**config.mk**
```make
export PLATFORM = sky130hd
export DESIGN_NAME = daily_window_relay_scheduler
export DESIGN_NICKNAME = d
export VERILOG_FILES = /design/src/hdl/dwrs_pkg.sv /design/src/hdl/dwrs_ctrl.sv /design/src/hdl/dwrs_dp.sv /design/src/hdl/daily_window_relay_scheduler.sv
export SDC_FILE = /design/constraint.sdc
export NUM_CORES = 1
export LEC_CHECK = 0
export ABC_AREA = 1
export BUFFER_PORTS_ARGS = -buffer_cell sky130_fd_sc_hd__buf_2
export CAP_MARGIN = 20
export CORE_MARGIN = 5
export CORE_UTILIZATION = 47
export DETAILED_ROUTE_END_ITERATION = 12
export GPL_ROUTABILITY_DRIVEN = 0
export SYNTH_ARGS = -nofsm -noshare
export SYNTH_HDL_FRONTEND = slang
export SYNTH_SLANG_ARGS = --single-unit
```
**constraint.sdc**
```tcl
create_clock -name clk -period 7.15 [get_ports clk]
set_input_delay 1.43 -clock clk [delete_from_list [all_inputs] [get_ports clk]]
set_output_delay 1.43 -clock clk [all_outputs]
set_load 0.02 [all_outputs]
```
**src/hdl/dwrs_pkg.sv**
```systemverilog
`timescale 1ns / 1ps
// ----------------------------------------------------------------------------
// Daily window relay scheduler package
// Shared constants, codes, handshake structs and window helpers.
// ----------------------------------------------------------------------------
package dwrs_pkg;

  localparam int RELAYS      = 4;
  localparam int SLOTS       = 4;
  localparam int RIDX_W      = 2;
  localparam int SIDX_W      = 2;
  localparam int MIN_W       = 11;
  localparam int PINS_W      = 4;
  localparam int MAX_RESULTS = 4;
  localparam int EMIT_W      = $clog2(MAX_RESULTS);

  localparam logic [MIN_W-1:0] MINUTE_MAX = MIN_W'(1439);

  localparam logic CAUSE_MANUAL = 1'b0;
  localparam logic CAUSE_TICK   = 1'b1;

  typedef enum logic [1:0] {
    OP_TICK   = 2'd0,
    OP_MANUAL = 2'd1,
    OP_SLOT   = 2'd2
  } op_t;

  typedef enum logic [1:0] {
    ST_IDLE,
    ST_EVAL,
    ST_EMIT,
    ST_MANUAL
  } state_t;

  typedef struct packed {
    logic latch;
    logic slot_wr;
    logic eval_step;
    logic emit_load;
    logic manual_load;
  } dp_cmd_t;

  typedef struct packed {
    logic out_free;
    logic eval_done;
    logic emit_last;
  } dp_status_t;

  function automatic logic [MIN_W-1:0] sat_minute(input logic [MIN_W-1:0] m);
    sat_minute = (m > MINUTE_MAX) ? MINUTE_MAX : m;
  endfunction

  function automatic logic window_hit(input logic [MIN_W-1:0] on_m,
                                      input logic [MIN_W-1:0] off_m,
                                      input logic [MIN_W-1:0] m);
    if (on_m <= off_m) begin
      window_hit = (m >= on_m) && (m < off_m);
    end else begin
      window_hit = (m >= on_m) || (m < off_m);
    end
  endfunction

endpackage

```
**src/hdl/dwrs_ctrl.sv**
```systemverilog
`timescale 1ns / 1ps
// ----------------------------------------------------------------------------
// Daily window relay scheduler controller
// Sequences item intake, relay evaluation and result emission.
// ----------------------------------------------------------------------------
module dwrs_ctrl (
  input  logic                 clk,
  input  logic                 rst,
  input  logic                 in_valid,
  input  logic [1:0]           op,
  input  logic                 clock_valid,
  input  dwrs_pkg::dp_status_t status,
  output logic                 in_ready,
  output dwrs_pkg::dp_cmd_t    cmd
);
  import dwrs_pkg::*;

  state_t state;
  state_t state_next;

  always_ff @(posedge clk) begin
    if (rst) begin
      state <= ST_IDLE;
    end else begin
      state <= state_next;
    end
  end

  always_comb begin
    state_next = state;
    unique case (state)
      ST_IDLE: begin
        if (in_valid) begin
          if (op == OP_TICK) begin
            state_next = clock_valid ? ST_EVAL : ST_EMIT;
          end else if (op == OP_MANUAL) begin
            state_next = ST_MANUAL;
          end
        end
      end
      ST_EVAL: begin
        if (status.eval_done) begin
          state_next = ST_EMIT;
        end
      end
      ST_EMIT: begin
        if (status.out_free && status.emit_last) begin
          state_next = ST_IDLE;
        end
      end
      ST_MANUAL: begin
        if (status.out_free) begin
          state_next = ST_IDLE;
        end
      end
      default: state_next = ST_IDLE;
    endcase
  end

  always_comb begin
    in_ready        = 1'b0;
    cmd             = '0;
    unique case (state)
      ST_IDLE: begin
        in_ready      = 1'b1;
        cmd.latch     = in_valid;
        cmd.slot_wr   = in_valid && (op == OP_SLOT);
      end
      ST_EVAL: begin
        cmd.eval_step = 1'b1;
      end
      ST_EMIT: begin
        cmd.emit_load = status.out_free;
      end
      ST_MANUAL: begin
        cmd.manual_load = status.out_free;
      end
      default: begin
        in_ready = 1'b0;
      end
    endcase
  end

  assert property (@(posedge clk) disable iff (rst)
    (state == ST_EVAL && !status.eval_done) |=> (state == ST_EVAL))
    else $error("Evaluation left before the last relay.");

  assert property (@(posedge clk) disable iff (rst)
    (state == ST_MANUAL && status.out_free) |=> (state == ST_IDLE))
    else $error("Manual result was not completed in one load.");

  assert property (@(posedge clk) disable iff (rst)
    (in_ready && in_valid && op == OP_SLOT) |=> (state == ST_IDLE))
    else $error("Slot write did not return to idle.");

endmodule

```
**src/hdl/dwrs_dp.sv**
```systemverilog
`timescale 1ns / 1ps
// ----------------------------------------------------------------------------
// Daily window relay scheduler datapath
// Slot table, relay states, window evaluation and the output register.
// ----------------------------------------------------------------------------
module dwrs_dp (
  input  logic                            clk,
  input  logic                            rst,
  input  dwrs_pkg::dp_cmd_t               cmd,
  output dwrs_pkg::dp_status_t            status,
  input  logic                            cfg_we,
  input  logic                            cfg_data,
  input  logic [dwrs_pkg::MIN_W-1:0]      minute_of_day,
  input  logic [dwrs_pkg::RIDX_W-1:0]     relay_index,
  input  logic                            manual_on,
  input  logic [dwrs_pkg::SIDX_W-1:0]     slot_index,
  input  logic                            slot_enabled,
  input  logic [dwrs_pkg::MIN_W-1:0]      slot_on_minute,
  input  logic [dwrs_pkg::MIN_W-1:0]      slot_off_minute,
  output logic                            out_valid,
  input  logic                            out_ready,
  output logic                            changed,
  output logic [dwrs_pkg::RIDX_W-1:0]     event_relay,
  output logic                            relay_now_on,
  output logic                            cause,
  output logic [dwrs_pkg::PINS_W-1:0]     pin_levels,
  output logic                            last
);
  import dwrs_pkg::*;

  logic                    slot_en  [RELAYS][SLOTS];
  logic [MIN_W-1:0]        slot_on  [RELAYS][SLOTS];
  logic [MIN_W-1:0]        slot_off [RELAYS][SLOTS];
  logic [RELAYS-1:0]       relay_states;
  logic [RELAYS-1:0]       relay_states_next;
  logic                    active_low;
  logic [MIN_W-1:0]        minute_q;
  logic [RIDX_W-1:0]       ri_q;
  logic                    mon_q;
  logic [RIDX_W-1:0]       eval_cnt;
  logic [RELAYS-1:0]       chg_mask;
  logic [RELAYS-1:0]       mask_rest;
  logic [RIDX_W-1:0]       low_idx;
  logic [EMIT_W-1:0]       emit_cnt;
  logic [SLOTS-1:0]        hits;
  logic                    want;
  logic                    ri_ok;
  logic                    wr_ok;
  logic                    out_free;

  assign out_free = !out_valid || out_ready;
  assign ri_ok    = int'(ri_q) < RELAYS;
  assign wr_ok    = (int'(relay_index) < RELAYS) && (int'(slot_index) < SLOTS);

  always_comb begin
    for (int s = 0; s < SLOTS; s++) begin
      hits[s] = slot_en[eval_cnt][s] &&
                window_hit(slot_on[eval_cnt][s], slot_off[eval_cnt][s], minute_q);
    end
  end
  assign want = |hits;

  always_comb begin
    low_idx   = '0;
    mask_rest = chg_mask;
    for (int i = RELAYS - 1; i >= 0; i--) begin
      if (chg_mask[i]) begin
        low_idx = RIDX_W'(i);
      end
    end
    mask_rest[low_idx] = 1'b0;
  end

  always_comb begin
    relay_states_next = relay_states;
    if (cmd.manual_load && ri_ok) begin
      relay_states_next[ri_q] = mon_q;
    end else if (cmd.eval_step) begin
      relay_states_next[eval_cnt] = want;
    end
  end

  assign status.out_free  = out_free;
  assign status.eval_done = (eval_cnt == RIDX_W'(RELAYS - 1));
  assign status.emit_last = (chg_mask == '0) || (mask_rest == '0) ||
                            (emit_cnt == EMIT_W'(MAX_RESULTS - 1));

  always_ff @(posedge clk) begin
    if (rst) begin
      active_low   <= 1'b0;
      relay_states <= '0;
      for (int r = 0; r < RELAYS; r++) begin
        for (int s = 0; s < SLOTS; s++) begin
          slot_en[r][s]  <= 1'b0;
          slot_on[r][s]  <= '0;
          slot_off[r][s] <= '0;
        end
      end
    end else begin
      relay_states <= relay_states_next;
      if (cfg_we) begin
        active_low <= cfg_data;
      end
      if (cmd.slot_wr && wr_ok) begin
        slot_en[relay_index][slot_index]  <= slot_enabled;
        slot_on[relay_index][slot_index]  <= sat_minute(slot_on_minute);
        slot_off[relay_index][slot_index] <= sat_minute(slot_off_minute);
      end
    end
  end

  always_ff @(posedge clk) begin
    if (rst) begin
      eval_cnt <= '0;
      chg_mask <= '0;
      emit_cnt <= '0;
    end else if (cmd.latch) begin
      eval_cnt <= '0;
      chg_mask <= '0;
      emit_cnt <= '0;
    end else if (cmd.eval_step) begin
      eval_cnt <= eval_cnt + 1'b1;
      chg_mask[eval_cnt] <= (want != relay_states[eval_cnt]);
    end else if (cmd.emit_load) begin
      chg_mask <= mask_rest;
      emit_cnt <= emit_cnt + 1'b1;
    end
  end

  always_ff @(posedge clk) begin
    if (cmd.latch) begin
      minute_q <= minute_of_day;
      ri_q     <= relay_index;
      mon_q    <= manual_on;
    end
  end

  always_ff @(posedge clk) begin
    if (rst) begin
      out_valid <= 1'b0;
    end else if (cmd.emit_load || cmd.manual_load) begin
      out_valid <= 1'b1;
    end else if (out_ready) begin
      out_valid <= 1'b0;
    end
  end

  always_ff @(posedge clk) begin
    if (cmd.emit_load || cmd.manual_load) begin
      pin_levels <= relay_states_next ^ {PINS_W{active_low}};
    end
    if (cmd.manual_load) begin
      changed      <= ri_ok && (relay_states[ri_q] != mon_q);
      event_relay  <= ri_q;
      relay_now_on <= ri_ok && mon_q;
      cause        <= CAUSE_MANUAL;
      last         <= 1'b1;
    end else if (cmd.emit_load) begin
      cause <= CAUSE_TICK;
      if (chg_mask == '0) begin
        changed      <= 1'b0;
        event_relay  <= '0;
        relay_now_on <= 1'b0;
        last         <= 1'b1;
      end else begin
        changed      <= 1'b1;
        event_relay  <= low_idx;
        relay_now_on <= relay_states[low_idx];
        last         <= (mask_rest == '0) || (emit_cnt == EMIT_W'(MAX_RESULTS - 1));
      end
    end
  end

  assert property (@(posedge clk) disable iff (rst)
    (out_valid && cause == CAUSE_TICK && !changed) |-> last)
    else $error("A tick no-change result must be the final item.");

  assert property (@(posedge clk) disable iff (rst)
    (cmd.manual_load || cmd.emit_load) |-> out_free)
    else $error("Output register loaded while a result still waits.");

  assert property (@(posedge clk) disable iff (rst)
    (cmd.manual_load) |=> (out_valid && cause == CAUSE_MANUAL && last))
    else $error("Manual result not presented after load.");

  assert property (@(posedge clk) disable iff (rst)
    (cmd.emit_load && chg_mask != '0) |=>
      (changed && relay_states[event_relay] == relay_now_on))
    else $error("Tick result disagrees with the relay state.");

endmodule

```
**src/hdl/daily_window_relay_scheduler.sv**
```systemverilog
`timescale 1ns / 1ps
// ----------------------------------------------------------------------------
// Daily window relay scheduler
// Four relays with four daily on/off windows each, manual override and pin polarity.
// A manual set loads its result once the output is free. A tick evaluates each relay in
// turn, then emits one result per changed relay, one per cycle while taken, or a single
// no-change result if none changed or the clock is not valid; slot writes stay idle. New
// items wait meanwhile. Reset turns relays off, clears slots and polarity.
// ----------------------------------------------------------------------------
module daily_window_relay_scheduler (
  input  logic                            clk,
  input  logic                            rst,
  input  logic                            cfg_we,
  input  logic                            cfg_data,
  input  logic                            in_valid,
  output logic                            in_ready,
  input  logic [1:0]                      op,
  input  logic [dwrs_pkg::MIN_W-1:0]      minute_of_day,
  input  logic                            clock_valid,
  input  logic [dwrs_pkg::RIDX_W-1:0]     relay_index,
  input  logic                            manual_on,
  input  logic [dwrs_pkg::SIDX_W-1:0]     slot_index,
  input  logic                            slot_enabled,
  input  logic [dwrs_pkg::MIN_W-1:0]      slot_on_minute,
  input  logic [dwrs_pkg::MIN_W-1:0]      slot_off_minute,
  output logic                            out_valid,
  input  logic                            out_ready,
  output logic                            changed,
  output logic [dwrs_pkg::RIDX_W-1:0]     event_relay,
  output logic                            relay_now_on,
  output logic                            cause,
  output logic [dwrs_pkg::PINS_W-1:0]     pin_levels,
  output logic                            last
);
  import dwrs_pkg::*;

  dp_cmd_t    cmd;
  dp_status_t status;

  dwrs_ctrl u_ctrl (
    .clk         (clk),
    .rst         (rst),
    .in_valid    (in_valid),
    .op          (op),
    .clock_valid (clock_valid),
    .status      (status),
    .in_ready    (in_ready),
    .cmd         (cmd)
  );

  dwrs_dp u_dp (
    .clk             (clk),
    .rst             (rst),
    .cmd             (cmd),
    .status          (status),
    .cfg_we          (cfg_we),
    .cfg_data        (cfg_data),
    .minute_of_day   (minute_of_day),
    .relay_index     (relay_index),
    .manual_on       (manual_on),
    .slot_index      (slot_index),
    .slot_enabled    (slot_enabled),
    .slot_on_minute  (slot_on_minute),
    .slot_off_minute (slot_off_minute),
    .out_valid       (out_valid),
    .out_ready       (out_ready),
    .changed         (changed),
    .event_relay     (event_relay),
    .relay_now_on    (relay_now_on),
    .cause           (cause),
    .pin_levels      (pin_levels),
    .last            (last)
  );

endmodule
```
==> run_results.csv, run 1 <==
group,metric,value,unit
routing,first_pass_iters,6,
synth,synth_cell_types,41,
power_and_ir_drop,power,6.96,mW
finish,drive_gt1_frac,0.0756,
finish,nFillCells,4010,
floorplanning,die-area,0.0489,mm^2
critical_path,critPathLaunchType,"flip-flop",
synth,synth_top_family_by_area,"simple AND/OR/NAND/NOR gates",
routing,drc_errors,0,
global_routing,grt_first_pass_wirelength,93400,um
clock_tree,ctsHoldBuffers,0,
global_routing,antenna_found_initial,0,
synth,synth_edf_count,390,
place,placed_area,0.0218,mm^2
synth,yosys.area_share.adder,0.0794,
hold_path,whs_path_depth,2,
power_and_ir_drop,combPwrFrac,0.248,
place,place_inst,2761,
routing,drt-initial-drc-count,1814,
power_and_ir_drop,swShare,0.327,
finish,diodes,0,
clock_tree,cts_max_level,2,
routing,ant_nets,0,
power_and_ir_drop,ir_drop,0.189,mV
floorplanning,rows,77,
synth,synth.most_common_cell,"nand2_1",
clock_tree,path_clk_slew,60,ps
finish,layout.nets,2398,
clock_tree,clk_latency,570,ps
synth,synth.yosys.seq_area_share,0.578,
finish,final_util,0.526,
finish,area_growth,11.0,%
clock_tree,ctsResizeCount,0,
sta,setup_ws,2660,ps
critical_path,ff2ff_path_depth,22,
synth,synthTopCellsByArea,"edfxtp_1, nand2_1, nor2_1, ha_1, a21oi_1",
floorplanning,die_h,221,um
synth,async_flop_share,0,
routing,wl_per_cell,22.4,um
global_routing,overflow,0,
sta,hold_violations,0,
flow_run,drv_cap,0,
synth,syn_area,0.0210,mm^2
synth,ys_ff_latch,410,
routing,totalWireLength,63500,um
routing,vias_per_cell,5.71,
clock_tree,postCtsSetupRepairBufs,0,
finish,final_area,0.0233,mm^2
power_and_ir_drop,power.internal,4.68,mW
sta,worst_slew_pin_slew,1120,ps
critical_path,cp.required,7470,ps
sta,finalCriticalPeriod,4490,ps
power_and_ir_drop,p_sw,2.27,mW
synth,synthSimpleGateAreaFrac,0.198,
place,post-place-ws,2500,ps
synth,ys_warn_count,0,
outcome,status,"finished clean",
power_and_ir_drop,pwr-share-seq,0.426,
sta,fmax,223,MHz
finish,instances_no_fill,2840,
power_and_ir_drop,pwr-share-clk,0.326,
critical_path,crit_fanout,89,
floorplanning,initial_core_util,0.474,
sta,fin_crit_sh,0.628,
synth,synth_cells,2193,
routing,vias,16200,
critical_path,worstSetupEndpointType,"flip-flop",
critical_path,worstPathArrival,4810,ps
hold_path,hp-class,"reg2reg",
global_routing,grt_max_degree,134,
sta,fin_worst_skew,19.3,ps
synth,synth_top_area_cell,"edfxtp_1",
sta,setup_viol,0,
synth,synth_commonest_cells,"nand2_1, nor2_1, edfxtp_1",
power_and_ir_drop,leakage,9.89,nW
floorplanning,coreArea,0.0442,mm^2
clock_tree,clockBufferDepth,3,
global_routing,grt_pass1_vias,15300,
sta,rsz0062_at_grt,"false",
place,port_buffers,59,
synth,ys.flop_type,"edfxtp_1",
clock_tree,cts_buffers,44,
synth,synthesis.nets,2374,
place,dp_hpwl,41300,um
global_routing,gr-usage-all-layers,0.251,
sta,fin_setup_tns,0,ps
sta,relSlewSlack,0.251,
clock_tree,ctsRootBufferMaster,"clkbuf_16",
synth,synth_top_area_frac,0.559,
critical_path,path_class,"reg2reg",
clock_tree,cts_tree,"built",
floorplanning,num_io_pins,60,
clock_tree,clock_sinks,410,
floorplanning,die_width,221,um
power_and_ir_drop,p_per_area,299,mW/mm^2
sta,fin_hold_ws,450,ps
synth,avgSynthCellArea,9.56,um^2
synth,synth_compound_area_frac,0.0915,
synth,synthMuxAreaShare,0,
synth,synth_xor_area_frac,0,
sta,final-max-slew-violation-count,0,
logic make-up (layout without fill, tap and decap cells):
| family | count (synthesis) | in the layout |
|---|---|---|
| AND/OR/NAND/NOR | 1067 | 1067 |
| flip-flops | 410 | 410 |
| AO/OA/AOI/OAI | 296 | 296 |
| buffers and inverters | 287 | 342 |
| adder cells (fa/ha/maj) | 133 | 133 |
critical path, cell delays in order (launching register included):
cell and delay [ps]:
dfxtp_1 440, inv_4 670, buf_4 870, a21oi_1 80, a32oi_1 380, inv_1 90
ha_1 300, nand2_1 80, nor2_1 40, nor2_1 140, inv_1 60, nand2_1 60
nand2_1 50, nor2_1 110, a21oi_1 80, nand2_1 120, nand2_2 100, nor2_4 170
nand2_1 70, nand2_1 100, nand2_1 60, nand2_1 50, nand2_1 50
power by group through the flow:
stage / Sequential, mW / Combinational, mW / Clock, mW
after global routing: 2.97 / 1.96 / 2.39
after floorplan: 2.93 / 1.21 / 0
after detailed placement: 3.01 / 1.71 / 0
after CTS: 2.96 / 1.72 / 2.29
final: 2.96 / 1.73 / 2.27
after global placement: 3.01 / 1.65 / 0
path summary, 6_finish.rpt:
kind                            startpoint                  to  slack (ps)
worst min register to register  u_dp.cause          u_dp.cause         450
worst max register to register   flip-flop  u_dp.pin_levels[0]        2660
worst min-delay path            u_dp.cause          u_dp.cause         450
worst max-delay path             flip-flop  u_dp.pin_levels[0]        2660
registers in the layout, indices dropped and copies added, names as in the netlist, named ones only:
signal,cells
u_dp.pin_levels,4
u_dp.mon_q,1
u_dp.changed,1
u_dp.ri_q,2
u_dp.relay_now_on,1
u_dp.slot_en,16
u_dp.relay_states,4
u_dp.cause,1
u_dp.event_relay,2
u_dp.eval_cnt,2
u_dp.active_low,1
u_dp.out_valid,1
u_dp.minute_q,11
u_dp.emit_cnt,2
u_dp.last,1
u_ctrl.state,2
u_dp.chg_mask,4
u_dp.slot_on,176
u_dp.slot_off,176
layer usage:
metal,GRT usage,share of wire
met1,0.356,0.42
met2,0.388,0.45
met3,0.0390,0.085
met4,0.102,0.044
met5,0,0
final cells by class:
type	count	area, um^2	share of cell area
tap	592	741	0.0318
timing repair buffer	96	644	0.0277
inverter	169	642	0.0276
clock inverter	22	231	0.00994
clock buffer	55	1160	0.0500
sequential	410	12100	0.521
multi-input combinational	1496	7740	0.332
cell usage in the layout, fill, tap and decap left out, drive strengths merged:
master | synthesis | layout
bufinv | 0 | 5
buf | 27 | 96
o221ai | 2 | 2
edfxtp | 390 | 390
a32oi | 46 | 46
nand3 | 37 | 37
nand2 | 549 | 549
or2 | 1 | 1
o21bai | 1 | 1
ha | 133 | 133
a32o | 40 | 40
o22ai | 7 | 7
o2111ai | 1 | 1
a22oi | 1 | 1
a21o | 2 | 2
clkinv | 3 | 19
o211ai | 1 | 1
a21boi | 4 | 4
and2 | 5 | 5
o31ai | 3 | 3
a211oi | 2 | 2
a31oi | 2 | 2
nand3b | 3 | 3
o21a | 1 | 1
nand4 | 14 | 14
o311ai | 1 | 1
dfxtp | 20 | 20
a21oi | 146 | 146
clkinvlp | 0 | 1
nor2 | 449 | 449
o21ai | 36 | 36
nor3 | 9 | 9
clkbuf | 91 | 55
inv | 166 | 166
No activity file was read; power rests on OpenSTA's default activity.
==> inputs of run 2 (changes only) <==
ABC_AREA = 0   (was 1)
clock period = 4.3 ns   (was 7.15 ns; I/O delays follow)
==> run_results.csv, run 2 <==
group,metric,value,unit
clock_tree,cts_max_level,2,
sta,worst_slew_pin_slew,1100,ps
synth,synth_cell_types,59,
sta,fin_worst_skew,20.1,ps
critical_path,ff2ff_path_depth,14,
synth,async_flop_share,0,
routing,drc_errors,0,
finish,layout.nets,1854,
floorplanning,initial_core_util,0.477,
sta,hold_violations,0,
critical_path,crit_fanout,16,
finish,top_regs,"u_dp.slot_off (176), u_dp.slot_on (176), u_dp.slot_en (16)",
synth,avgSynthCellArea,12.8,um^2
clock_tree,clk_latency,580,ps
sta,finalCriticalPeriod,3890,ps
synth,synthesis.nets,1751,
clock_tree,cts_buffers,45,
synth,synth_top_area_cell,"edfxtp_1",
synth,synth.most_common_cell,"nor2_1",
routing,first_pass_iters,5,
finish,diodes,0,
sta,fmax,257,MHz
routing,vias_per_cell,5.77,
power_and_ir_drop,swShare,0.294,
power_and_ir_drop,pwr-share-clk,0.330,
routing,drt-initial-drc-count,1222,
clock_tree,cts_tree,"built",
power_and_ir_drop,p_sw,3.27,mW
place,dp_hpwl,34200,um
clock_tree,path_clk_slew,60,ps
critical_path,path_class,"reg2reg",
power_and_ir_drop,pwr-share-seq,0.436,
floorplanning,coreArea,0.0422,mm^2
hold_path,hp-class,"reg2reg",
critical_path,cp.required,4600,ps
routing,totalWireLength,53500,um
global_routing,grt_max_degree,27,
place,place_inst,2165,
global_routing,grt_first_pass_wirelength,80600,um
synth,ys_ff_latch,410,
synth,synth_commonest_cells,"nor2_1, edfxtp_1, ha_1",
synth,syn_area,0.0202,mm^2
synth,synth_cells,1570,
synth,ys_warn_count,0,
critical_path,crit_slowest_cell,"mux4_2",
power_and_ir_drop,power.internal,7.85,mW
finish,layout_commonest_cell,"nor2_1",
place,port_buffers,59,
synth,synth.yosys.seq_area_share,0.601,
synth,synth_edf_count,390,
critical_path,path_cells,"buf_12, buf_4, mux4_2, inv_1, ha_1, nand4_1, nor2_1, a221o_1, a311oi_1, maj3_1, nand2_1, nand4_4, a31oi_2, xnor2_1",
finish,drive_gt1_frac,0.178,
floorplanning,die_h,217,um
synth,synthTopCellsByArea,"edfxtp_1, mux4_2, ha_1, nor2_1, dfxtp_1",
synth,ys.flop_type,"edfxtp_1",
routing,vias,12900,
finish,nFillCells,3495,
clock_tree,clock_sinks,410,
floorplanning,die-area,0.0471,mm^2
hold_path,whs_path_depth,2,
flow_run,drv_cap,0,
sta,fin_crit_sh,0.904,
power_and_ir_drop,leakage,8.80,nW
sta,rsz0062_at_grt,"false",
power_and_ir_drop,combPwrFrac,0.234,
sta,final-max-slew-violation-count,0,
floorplanning,num_io_pins,60,
clock_tree,postCtsSetupRepairBufs,0,
power_and_ir_drop,p_per_area,486,mW/mm^2
finish,final_area,0.0229,mm^2
routing,wl_per_cell,23.8,um
power_and_ir_drop,ir_drop,0.265,mV
critical_path,cpPeakStageDelay,520,ps
critical_path,worstPathArrival,4190,ps
global_routing,overflow,0,
clock_tree,ctsHoldBuffers,0,
synth,synth_top_area_frac,0.581,
outcome,status,"finished clean",
sta,setup_viol,0,
clock_tree,ctsRootBufferMaster,"clkbuf_16",
sta,fin_setup_tns,0,ps
finish,layout_common_cells,"nor2_1, edfxtp_1, ha_1",
clock_tree,ctsResizeCount,0,
finish,final_util,0.542,
routing,ant_nets,0,
finish,area_growth,13.6,%
global_routing,antenna_found_initial,0,
place,placed_area,0.0215,mm^2
finish,seqCellArea,0.0121,mm^2
sta,relSlewSlack,0.263,
clock_tree,clockBufferDepth,3,
finish,multi_input_area,0.00735,mm^2
global_routing,gr-usage-all-layers,0.228,
finish,instances_no_fill,2244,
critical_path,worstSetupEndpointType,"flip-flop",
floorplanning,rows,75,
critical_path,critPathLaunchType,"flip-flop",
global_routing,grt_pass1_vias,13300,
floorplanning,die_width,217,um
-- run 2: power groups by stage --
| stage | logic, mW | registers, mW | clock network, mW |
|---|---|---|---|
| global placement | 2.54 | 4.93 | 0 |
| floorplan | 1.80 | 4.84 | 0 |
| global route | 2.89 | 4.87 | 3.90 |
| detailed placement | 2.61 | 4.93 | 0 |
| finish | 2.60 | 4.85 | 3.67 |
| CTS | 2.62 | 4.85 | 3.74 |
-- run 2: layer usage --
metal,vias up,routed length (um),GRT usage
li1,5919,-,-
met1,6466,22800,0.320
met2,475,24500,0.365
met3,86,4620,0.0452
met4,0,1510,0.0674
met5,-,0,0
-- run 2: cells by family (layout without fill, tap and decap cells) --
kind of cell               after synthesis  after routing  synth area share
AOI/OAI and AO/OA                      146            146            0.0500
xor gates and xnor gates                 6              6           0.00261
buffers and inverters                  182            317            0.0345
and+or+nand+nor                        595            595             0.122
muxes                                   96             96             0.106
DFF                                    410            410             0.601
adders and majority gates              135            135            0.0836
-- run 2: final timing paths --
kind	from	end	slack, ps
min	u_dp.last	u_dp.last	450
max	flip-flop	u_dp.pin_levels[3]	410
min reg2reg	u_dp.last	u_dp.last	450
max reg2reg	flip-flop	u_dp.pin_levels[3]	410
-- run 2: stage by stage --
step	worst slack, ps	hold WS, ps	power, mW
3_3_place_gp	476	443	7.47
6_report	411	447	11.1
2_1_floorplan	121	440	6.64
4_1_cts	377	433	11.2
5_1_grt	125	446	11.7
3_5_place_dp	404	457	7.54
-- run 2: layout make-up --
cell class / instances / share of cell area
Sequential cell: 410 / 0.529
Inverter: 96 / 0.0157
Clock buffer: 57 / 0.0530
Tap cell: 539 / 0.0294
Timing Repair Buffer: 142 / 0.0445
Multi-Input combinational cell: 978 / 0.321
Clock inverter: 22 / 0.00727
-- run 2: worst max-delay path, delay by kind of cell, from the launching register on --
family / cells / cell delay [ps]
fa+ha+maj: 2 / 520
mux: 1 / 520
buf+inv: 3 / 480
simple gates: 4 / 650
flops: 1 / 460
xor+xnor: 1 / 140
compound gates: 3 / 810
==> inputs of run 3 (changes only) <==
CTS_BUF_LIST = sky130_fd_sc_hd__clkbuf_2   (was unset)
==> run_results.csv, run 3 (synthesis gave the netlist of run 2 again) <==
group,metric,value,unit
finish,top_regs,"u_dp.slot_off (176), u_dp.slot_on (176), u_dp.slot_en (16)",
power_and_ir_drop,leakage,8.89,nW
finish,area_growth,12.3,%
routing,vias,13300,
global_routing,gr-usage-all-layers,0.231,
flow_run,drv_cap,0,
place,place_inst,2165,
power_and_ir_drop,pwr-share-clk,0.265,
critical_path,worstSetupEndpointType,"flip-flop",
sta,fmax,254,MHz
sta,setup_viol,0,
floorplanning,die-area,0.0471,mm^2
routing,vias_per_cell,5.64,
critical_path,path_class,"reg2reg",
global_routing,overflow,0,
sta,rsz0062_at_grt,"false",
power_and_ir_drop,combPwrFrac,0.257,
clock_tree,clk_latency,1100,ps
sta,final-max-slew-violation-count,0,
sta,hold_violations,0,
floorplanning,die_h,217,um
hold_path,hp-class,"in2reg",
place,port_buffers,59,
global_routing,grt_first_pass_wirelength,81600,um
clock_tree,ctsResizeCount,0,
clock_tree,ctsRootBufferMaster,"clkbuf_2",
power_and_ir_drop,pwr-share-seq,0.477,
clock_tree,clockBufferDepth,3,
routing,totalWireLength,53900,um
place,dp_hpwl,34200,um
sta,worst_slew_pin_slew,1090,ps
clock_tree,cts_tree,"built",
finish,layout.nets,1929,
floorplanning,rows,75,
sta,relSlewSlack,0.269,
outcome,status,"finished clean",
finish,drive_gt1_frac,0.218,
clock_tree,clock_sinks,410,
floorplanning,initial_core_util,0.477,
finish,nFillCells,3619,
sta,fin_worst_skew,45.7,ps
floorplanning,die_width,217,um
global_routing,grt_pass1_vias,13700,
global_routing,grt_max_degree,27,
power_and_ir_drop,power.internal,6.81,mW
floorplanning,coreArea,0.0422,mm^2
global_routing,antenna_found_initial,1,
power_and_ir_drop,ir_drop,0.189,mV
critical_path,critPathLaunchType,"flip-flop",
clock_tree,ctsHoldBuffers,15,
routing,ant_nets,0,
sta,fin_setup_tns,0,ps
routing,drc_errors,0,
routing,drt-initial-drc-count,1104,
routing,wl_per_cell,22.8,um
finish,instances_no_fill,2362,
finish,layout_commonest_cell,"nor2_1",
power_and_ir_drop,p_per_area,449,mW/mm^2
sta,finalCriticalPeriod,3930,ps
finish,layout_common_cells,"nor2_1, edfxtp_1, clkbuf_2",
critical_path,cp.required,5110,ps
critical_path,crit_fanout,20,
clock_tree,postCtsSetupRepairBufs,0,
power_and_ir_drop,p_sw,3.34,mW
critical_path,worstPathArrival,4740,ps
routing,first_pass_iters,5,
power_and_ir_drop,power,10.2,mW
clock_tree,cts_buffers,105,
power_and_ir_drop,swShare,0.329,
floorplanning,num_io_pins,60,
clock_tree,cts_max_level,3,
clock_tree,path_clk_slew,120,ps
sta,fin_crit_sh,0.914,
[run 3: cell count changes in the layout (fill, tap and decap cells not counted), sizes merged]
cell         before  now
bufinv            2    3
clkbuf           57  138
clkinv           20   38
clkinvlp          1    2
diode             0    1
dlygate4sd3       0   15
inv              95   96
[run 3: final cells by class]
| cell class | instances | area (um^2) | area share |
|---|---|---|---|
| clock inverters | 43 | 268 | 0.0118 |
| well taps | 539 | 674 | 0.0298 |
| repair buffers | 157 | 1170 | 0.0516 |
| flip-flops and latches | 410 | 12100 | 0.535 |
| diodes | 1 | 2.50 | 0.000111 |
| multi-input cells | 978 | 7350 | 0.325 |
| clock buffers | 138 | 691 | 0.0305 |
| inverters | 96 | 360 | 0.0159 |
[run 3: final timing paths]
path                  start                  to  slack (ps)  cells past startpoint
max               flip-flop  u_dp.pin_levels[3]         370                     14
max reg2reg       flip-flop  u_dp.pin_levels[3]         370                     14
min reg2reg       u_dp.last           u_dp.last         450                      2
min          relay_index[1]        u_dp.ri_q[1]         160                      1
[run 3: critical path, cell delays in order (launching register included)]
cell	delay, ps
dfxtp_4	650
buf_12	260
buf_4	170
mux4_2	310
inv_1	90
ha_1	250
nand4_1	130
nor2_1	80
a221o_1	350
a311oi_1	310
maj3_1	270
nand2_1	180
nand4_4	280
a31oi_2	150
xnor2_1	140
[run 3: through the flow]
stage               hold slack (ps)  cell area (um^2)  utilization  worst slack (ps)
CTS                            28.0             22600        0.536               354
floorplan                       440             20200            -               121
finish                          164             22600        0.536               370
global placement                443             21500        0.510               476
detailed placement              457             21500        0.510               404
global route                   45.1             22600        0.536              94.1
[run 3: layer usage]
layer | GRT usage | vias up | routed length [um]
met2 | 0.372 | 477 | 25300
li1 | - | 6143 | -
met5 | 0 | - | 0
met1 | 0.319 | 6644 | 23300
met4 | 0.0588 | 0 | 761
met3 | 0.0595 | 61 | 4490
[run 3: power by group through the flow]
stage | registers, mW | logic (mW) | clock network (mW)
after floorplan | 4.84 | 1.80 | 0
after CTS | 4.84 | 2.63 | 2.80
final | 4.84 | 2.61 | 2.69
after global routing | 4.87 | 2.90 | 3.02
after global placement | 4.93 | 2.54 | 0
after detailed placement | 4.93 | 2.61 | 0
